**config.mk**
```make
export PLATFORM = sky130hd
export DESIGN_NAME = npsd_seq_flat
export DESIGN_NICKNAME = d
export VERILOG_FILES = /design/src/design/npsd_pkg.sv /design/src/design/npsd_ifs.sv /design/src/design/npsd_seq.sv /design/src/flat_wrapper.sv
export SDC_FILE = /design/constraint.sdc
export NUM_CORES = 1
export LEC_CHECK = 0
export ABC_CLOCK_PERIOD_IN_PS = 8200
export BUFFER_PORTS_ARGS = -buffer_cell sky130_fd_sc_hd__buf_2
export CAP_MARGIN = 20
export CORE_AREA = 10 10 195 197
export DETAILED_ROUTE_END_ITERATION = 16
export DIE_AREA = 0 0 205 207
export PLACE_DENSITY = 0.65
export SLEW_MARGIN = 10
export SYNTH_ARGS = -nofsm -noshare
export SYNTH_HDL_FRONTEND = slang
export SYNTH_SLANG_ARGS = --single-unit
```
**constraint.sdc**
```tcl
create_clock -name clk -period 8.2 [get_ports clk]
set_clock_uncertainty 0.1 [all_clocks]
set_input_delay 1.64 -clock clk [delete_from_list [all_inputs] [get_ports clk]]
set_output_delay 1.64 -clock clk [all_outputs]
set_load 0.01 [all_outputs]
```
**src/design/npsd_pkg.sv**
```systemverilog
package npsd_pkg;

  localparam int TABLE_DEPTH_DEF = 1024;
  localparam int COORD_W         = 32;
  localparam int INDEX_W         = 10;
  localparam int COUNT_W         = 11;
  localparam int SQ_W            = 2 * COORD_W;
  localparam int DIST_W          = SQ_W + 1;

  localparam logic OP_WRITE = 1'b0;
  localparam logic OP_QUERY = 1'b1;

  typedef struct packed {
    logic signed [COORD_W-1:0] x;
    logic signed [COORD_W-1:0] y;
    logic signed [COORD_W-1:0] z;
  } point_t;

  typedef struct packed {
    logic valid;
    logic first;
    logic last;
  } scan_tag_t;

  typedef enum logic [1:0] {
    ST_IDLE,
    ST_SCAN,
    ST_DRAIN,
    ST_OUT
  } state_t;

endpackage

```
**src/design/npsd_ifs.sv**
```systemverilog
interface npsd_item_if;
  import npsd_pkg::*;
  logic                        valid;
  logic                        ready;
  logic                        op;
  logic [INDEX_W-1:0]          entry_index;
  logic signed [COORD_W-1:0]   coord_x;
  logic signed [COORD_W-1:0]   coord_y;
  logic signed [COORD_W-1:0]   coord_z;

  modport source (output valid, op, entry_index, coord_x, coord_y, coord_z, input ready);
  modport sink   (input valid, op, entry_index, coord_x, coord_y, coord_z, output ready);
endinterface

interface npsd_result_if;
  import npsd_pkg::*;
  logic                        valid;
  logic                        ready;
  logic signed [COORD_W-1:0]   near_x;
  logic signed [COORD_W-1:0]   near_y;
  logic signed [COORD_W-1:0]   near_z;
  logic [INDEX_W-1:0]          near_index;
  logic                        found;

  modport source (output valid, near_x, near_y, near_z, near_index, found, input ready);
  modport sink   (input valid, near_x, near_y, near_z, near_index, found, output ready);
endinterface


```
**src/design/npsd_seq.sv**
```systemverilog
module npsd_seq
  import npsd_pkg::*;
#(
  parameter int TABLE_DEPTH = TABLE_DEPTH_DEF,
  localparam int AW = (TABLE_DEPTH > 1) ? $clog2(TABLE_DEPTH) : 1,
  localparam int CW = $clog2(TABLE_DEPTH + 1)
) (
  input  logic                      clk,
  input  logic                      rst,
  npsd_item_if.sink                 item,
  npsd_result_if.source             result,
  input  logic [COUNT_W-1:0]        entry_count,
  output logic                      we,
  output logic [AW-1:0]             waddr,
  output point_t                    wdata,
  output logic [AW-1:0]             raddr,
  output scan_tag_t                 tag,
  output logic signed [COORD_W-1:0] qx,
  output logic signed [COORD_W-1:0] qy,
  input  logic                      done,
  input  point_t                    best_pt,
  input  logic [AW-1:0]             best_idx
);

  state_t        state, state_next;
  logic [CW-1:0] cnt, lim, lim_in;
  point_t        qpt;
  logic          empty;
  logic          take, take_query, scan_issue, load_res;

  assign lim_in = (32'(entry_count) > 32'(TABLE_DEPTH)) ? CW'(TABLE_DEPTH) : CW'(entry_count);

  assign item.ready = (state == ST_IDLE);
  assign take       = item.valid && item.ready;
  assign take_query = take && (item.op == OP_QUERY);

  assign we       = take && (item.op == OP_WRITE) && (32'(item.entry_index) < 32'(TABLE_DEPTH));
  assign waddr    = AW'(item.entry_index);
  assign wdata.x  = item.coord_x;
  assign wdata.y  = item.coord_y;
  assign wdata.z  = item.coord_z;

  assign raddr     = cnt[AW-1:0];
  assign tag.valid = scan_issue;
  assign tag.first = (cnt == '0);
  assign tag.last  = (cnt == lim - CW'(1));
  assign qx        = qpt.x;
  assign qy        = qpt.y;

  always_comb begin
    state_next = state;
    scan_issue = 1'b0;
    load_res   = 1'b0;
    case (state)
      ST_IDLE: begin
        if (take_query) begin
          state_next = (lim_in == '0) ? ST_OUT : ST_SCAN;
        end
      end
      ST_SCAN: begin
        scan_issue = 1'b1;
        if (cnt == lim - CW'(1)) begin
          state_next = ST_DRAIN;
        end
      end
      ST_DRAIN: begin
        if (done) begin
          state_next = ST_OUT;
        end
      end
      ST_OUT: begin
        if (!result.valid || result.ready) begin
          load_res   = 1'b1;
          state_next = ST_IDLE;
        end
      end
      default: begin
        state_next = ST_IDLE;
      end
    endcase
  end

  always_ff @(posedge clk) begin
    if (rst) begin
      state        <= ST_IDLE;
      result.valid <= 1'b0;
    end else begin
      state <= state_next;
      if (load_res) begin
        result.valid <= 1'b1;
      end else if (result.ready) begin
        result.valid <= 1'b0;
      end
    end
  end

  always_ff @(posedge clk) begin
    if (take_query) begin
      qpt.x <= item.coord_x;
      qpt.y <= item.coord_y;
      qpt.z <= item.coord_z;
      lim   <= lim_in;
      empty <= (lim_in == '0);
      cnt   <= '0;
    end else if (scan_issue) begin
      cnt <= cnt + CW'(1);
    end
    if (load_res) begin
      if (empty) begin
        result.near_x     <= qpt.x;
        result.near_y     <= qpt.y;
        result.near_z     <= qpt.z;
        result.near_index <= '0;
        result.found      <= 1'b0;
      end else begin
        result.near_x     <= best_pt.x;
        result.near_y     <= best_pt.y;
        result.near_z     <= best_pt.z;
        result.near_index <= INDEX_W'(best_idx);
        result.found      <= 1'b1;
      end
    end
  end

`ifndef SYNTHESIS
  a_scan_in_range: assert property (@(posedge clk) disable iff (rst)
    (state == ST_SCAN) |-> (cnt < lim))
    else $error("scan address beyond entry count");
  a_query_starts: assert property (@(posedge clk) disable iff (rst)
    take_query |=> (state == ST_SCAN || state == ST_OUT))
    else $error("query did not start");
  a_result_from_out: assert property (@(posedge clk) disable iff (rst)
    $rose(result.valid) |-> $past(state == ST_OUT))
    else $error("result beat outside output state");
`endif

endmodule

```
**src/flat_wrapper.sv**
```systemverilog
// flat-port wrapper written by rule: the top's interface ports become plain ports
module npsd_seq_flat import npsd_pkg::*;
#(
  parameter int TABLE_DEPTH = TABLE_DEPTH_DEF,
  localparam int AW = (TABLE_DEPTH > 1) ? $clog2(TABLE_DEPTH) : 1,
  localparam int CW = $clog2(TABLE_DEPTH + 1)
)
  (clk, rst, entry_count, we, waddr, wdata, raddr, tag, qx, qy, done, best_pt, best_idx, item_valid, item_op, item_entry_index, item_coord_x, item_coord_y, item_coord_z, item_ready, result_valid, result_near_x, result_near_y, result_near_z, result_near_index, result_found, result_ready);
  npsd_item_if item_i ();
  npsd_result_if result_i ();
  input  logic clk;
  input  logic rst;
  input  logic [COUNT_W-1:0] entry_count;
  output logic we;
  output logic [AW-1:0] waddr;
  output point_t wdata;
  output logic [AW-1:0] raddr;
  output scan_tag_t tag;
  output logic signed [COORD_W-1:0] qx;
  output logic signed [COORD_W-1:0] qy;
  input  logic done;
  input  point_t best_pt;
  input  logic [AW-1:0] best_idx;
  input wire logic [$bits(item_i.valid)-1:0] item_valid;
  input wire logic [$bits(item_i.op)-1:0] item_op;
  input wire logic [$bits(item_i.entry_index)-1:0] item_entry_index;
  input wire logic [$bits(item_i.coord_x)-1:0] item_coord_x;
  input wire logic [$bits(item_i.coord_y)-1:0] item_coord_y;
  input wire logic [$bits(item_i.coord_z)-1:0] item_coord_z;
  output wire logic [$bits(item_i.ready)-1:0] item_ready;
  output wire logic [$bits(result_i.valid)-1:0] result_valid;
  output wire logic [$bits(result_i.near_x)-1:0] result_near_x;
  output wire logic [$bits(result_i.near_y)-1:0] result_near_y;
  output wire logic [$bits(result_i.near_z)-1:0] result_near_z;
  output wire logic [$bits(result_i.near_index)-1:0] result_near_index;
  output wire logic [$bits(result_i.found)-1:0] result_found;
  input wire logic [$bits(result_i.ready)-1:0] result_ready;
  assign item_i.valid = item_valid;
  assign item_i.op = item_op;
  assign item_i.entry_index = item_entry_index;
  assign item_i.coord_x = item_coord_x;
  assign item_i.coord_y = item_coord_y;
  assign item_i.coord_z = item_coord_z;
  assign item_ready = item_i.ready;
  assign result_valid = result_i.valid;
  assign result_near_x = result_i.near_x;
  assign result_near_y = result_i.near_y;
  assign result_near_z = result_i.near_z;
  assign result_near_index = result_i.near_index;
  assign result_found = result_i.found;
  assign result_i.ready = result_ready;
  npsd_seq #(.TABLE_DEPTH(TABLE_DEPTH)) u_core (.clk(clk), .rst(rst), .item(item_i), .result(result_i), .entry_count(entry_count), .we(we), .waddr(waddr), .wdata(wdata), .raddr(raddr), .tag(tag), .qx(qx), .qy(qy), .done(done), .best_pt(best_pt), .best_idx(best_idx));
endmodule
```
==> flow_metrics.tcl <==
set metrics [dict create \
    status "finished, final reports clean" \
    clk_latency_ns 0.52 \
    synth_seq_cells 229 \
    syn_avg_cell_area_um2 15.3 \
    powerDensity_nw_per_um2 249 \
    synth_largest_area_cell "edfxtp_1" \
    hold_viol_final 0 \
    fin_total_pwr_w 0.00319 \
    final_cells 1482 \
    setup.worst_path.start_class "flip-flop" \
    cts.sinks 229 \
    grt_pass1_wl_mm 45.2 \
    cts_resized 0 \
    grt_setup_unrepaired "false" \
    tightest_slew_ns 1.02 \
    avgViaCountPerCell 4.24 \
    cts-root-buf "clkbuf_16" \
    cp_max_fo 4 \
    grt_pass1_vias 6954 \
    clk_pin_slew_worst_paths_ns 0.06 \
    syn_area_um2 10300 \
    yosys_warnings 0 \
    synthFlopType "edfxtp_1" \
    numPortBuffers 501 \
    track_usage_pct 13.7 \
    drt_iter0_drc 295 \
    grt_max_degree 72 \
    numCtsBuffers 25 \
    synth_area_leaders "edfxtp_1 63%, buf_4 13%, mux2_2 11%" \
    ctsHoldBuffers 0 \
    synth_fp_nets 908 \
    yosysMostFrequentCell "edfxtp_1" \
    synth_top_family_by_area "buffers and inverters" \
    final.setup.tns_ns 0 \
    period_share_pct 53.4 \
    post_cts_buffers 0 \
    relSlewSlack_pct 31.8 \
    die_h_um 207 \
    cp-end-kind "output port" \
    ys_seq_area_share_pct 65.6 \
    yosys.area_share.simple_pct 5.00 \
    fin_area_um2 12800 \
    ios 522 \
    utilization_pct 37.5 \
    die-area_um2 42400 \
    muxShareOfSynthArea_pct 10.6 \
    num_vias 6291 \
    layout.nets 1243 \
    cap_violations 0 \
    yosys-top-cells-count "215 x edfxtp_1, 182 x buf_4, 96 x mux2_2" \
    rows 68 \
    dp.cells 1435 \
    yosysTopAreaCellShare_pct 62.9 \
    finalCriticalPeriod_ns 4.38 \
    vdd_drop_max_uv 152 \
    synth_compound_area_share_pct 1.85 \
    drive_above_1_share_pct 63.6 \
    synthToLayoutAreaGrowth_pct 24.8 \
    cts_tree "done" \
    cp_data_required_time_ns 6.46 \
    routed_wirelength_mm 31.3 \
    finalSetupViolCount 0 \
    yosysUniqueCellTypes 45 \
    async_reset_ff_share_pct 0 \
    place.gp.congestion 0.861 \
    synthCells 672 \
    post_drt_wl_per_cell_um 21.1 \
    synth_xor_area_share_pct 1.79 \
    drc 0 \
    synth_edf_count 215 \
    min_path_type "reg -> reg" \
    synth_fa_ha_area_share_pct 0.853 \
    dr.pass1.iters 5 \
    placed_cell_area_um2 12000 \
    hpwlAfterDp_mm 24.8 \
    cts.htree.levels 1 \
    fp.dieW_um 205 \
    drtAntennaViolNets 0 \
    crit_type "reg -> out" \
    cts.path.max_buffers 3 \
    grt-ovfl-total 0 \
    finalMaxSlewViolations 0 \
    antenna_found_initial 2 \
    clock.fmax_mhz 228 \
    p_leak_nw 5.26 \
    core_area_um2 34100 \
    floorplan.initialDensity_pct 30.1 \
    worst_ep_arrival_time_ns 2.64 \
]
-- layout by cell type (no fill, tap or decap), types with 5 or more instances in the layout --
| cell type | count |
|---|---|
| nand2_1 | 12 |
| clkinv_2 | 5 |
| dfxtp_1 | 14 |
| xor2_1 | 14 |
| clkinv_1 | 5 |
| mux2_2 | 96 |
| ha_1 | 7 |
| nor2b_1 | 24 |
| buf_4 | 5 |
| xnor2_1 | 7 |
| nor2_1 | 20 |
| buf_2 | 501 |
| edfxtp_1 | 215 |
| nor4_1 | 6 |
| clkbuf_16 | 25 |
| inv_1 | 8 |
-- flip-flops by register name (all words and copies together) (netlist names) --
| name | flops |
|---|---|
| u_core.empty | 1 |
| u_core.result.near_x | 32 |
| u_core.lim | 11 |
| u_core.result.found | 1 |
| u_core.cnt | 11 |
| u_core.result.valid | 1 |
| u_core.result.near_y | 32 |
| u_core.result.near_z | 32 |
| u_core.result.near_index | 10 |
| u_core.qx | 32 |
| u_core.qy | 32 |
| u_core.state | 2 |
| u_core.qpt | 32 |
-- metrics by stage --
stage | hold WS [ns] | setup WS [ns]
5_1_grt | 0.473 | 3.58
4_1_cts | 0.446 | 3.79
2_1_floorplan | 0.407 | 1.06
3_5_place_dp | 0.434 | 4.29
3_3_place_gp | 0.425 | 4.32
6_report | 0.439 | 3.82
-- power by group --
part / internal [W] / total, W / switching (W)
sequential: 0.00144 / 0.00150 / 0.0000593
clock: 0.000687 / 0.00115 / 0.000463
combinational: 0.000222 / 0.000533 / 0.000311
total: 0.00235 / 0.00319 / 0.000834
-- logic make-up (layout without fill, tap and decap cells) --
kind of cell             count (synthesis)  in the layout
multiplexers                            97             97
other                                    0              1
adder cells (fa/ha/maj)                  7              7
AO/OA/AOI/OAI                           23             23
XOR/XNOR                                21             21
AND/OR/NAND/NOR                         88             88
flip-flops                             229            229
buffers and inverters                  207            561
-- worst max-delay path: stages (launching register included) --
cell	delay (ns)
edfxtp_1	0.43
nor3_1	0.53
nand2_1	0.17
o41ai_1	0.33
a21oi_1	0.13
nor4_1	0.33
buf_2	0.19
-- path summary, 6_finish.rpt --
kind,from,endpoint,slack (ns),depth (start not counted)
setup reg to reg,u_core.lim[0]$_DFFE_PP_,u_core.state[1]$_SDFFE_PP0P_,5.34,9
setup / recovery,u_core.lim[0]$_DFFE_PP_,tag[0],3.82,6
hold / removal,u_core.qpt[10]$_DFFE_PP_,u_core.result.near_z[10]$_DFFE_PP_,0.44,1
hold reg to reg,u_core.qpt[10]$_DFFE_PP_,u_core.result.near_z[10]$_DFFE_PP_,0.44,1
-- metal layers --
metal,GRT usage [%],wire length (um),share of wire [%],vias to the layer above
met5,0,13,0.042,-
met4,3.99,808,2.6,2
met3,4.85,3220,10,41
met2,24.0,15400,49,333
met1,15.3,11800,38,2993
li1,-,-,-,2922
-- layout make-up --
class / count / area (um2)
diodes: 1 / 2.50
fillers: 3306 / 21300
clock buffers: 27 / 633
clock inverters: 19 / 206
repair buffers: 506 / 2540
inverters: 9 / 36.3
multi-input cells: 236 / 2070
well taps: 455 / 569
flip-flops and latches: 229 / 6740
(Power assumes the default switching activity.)
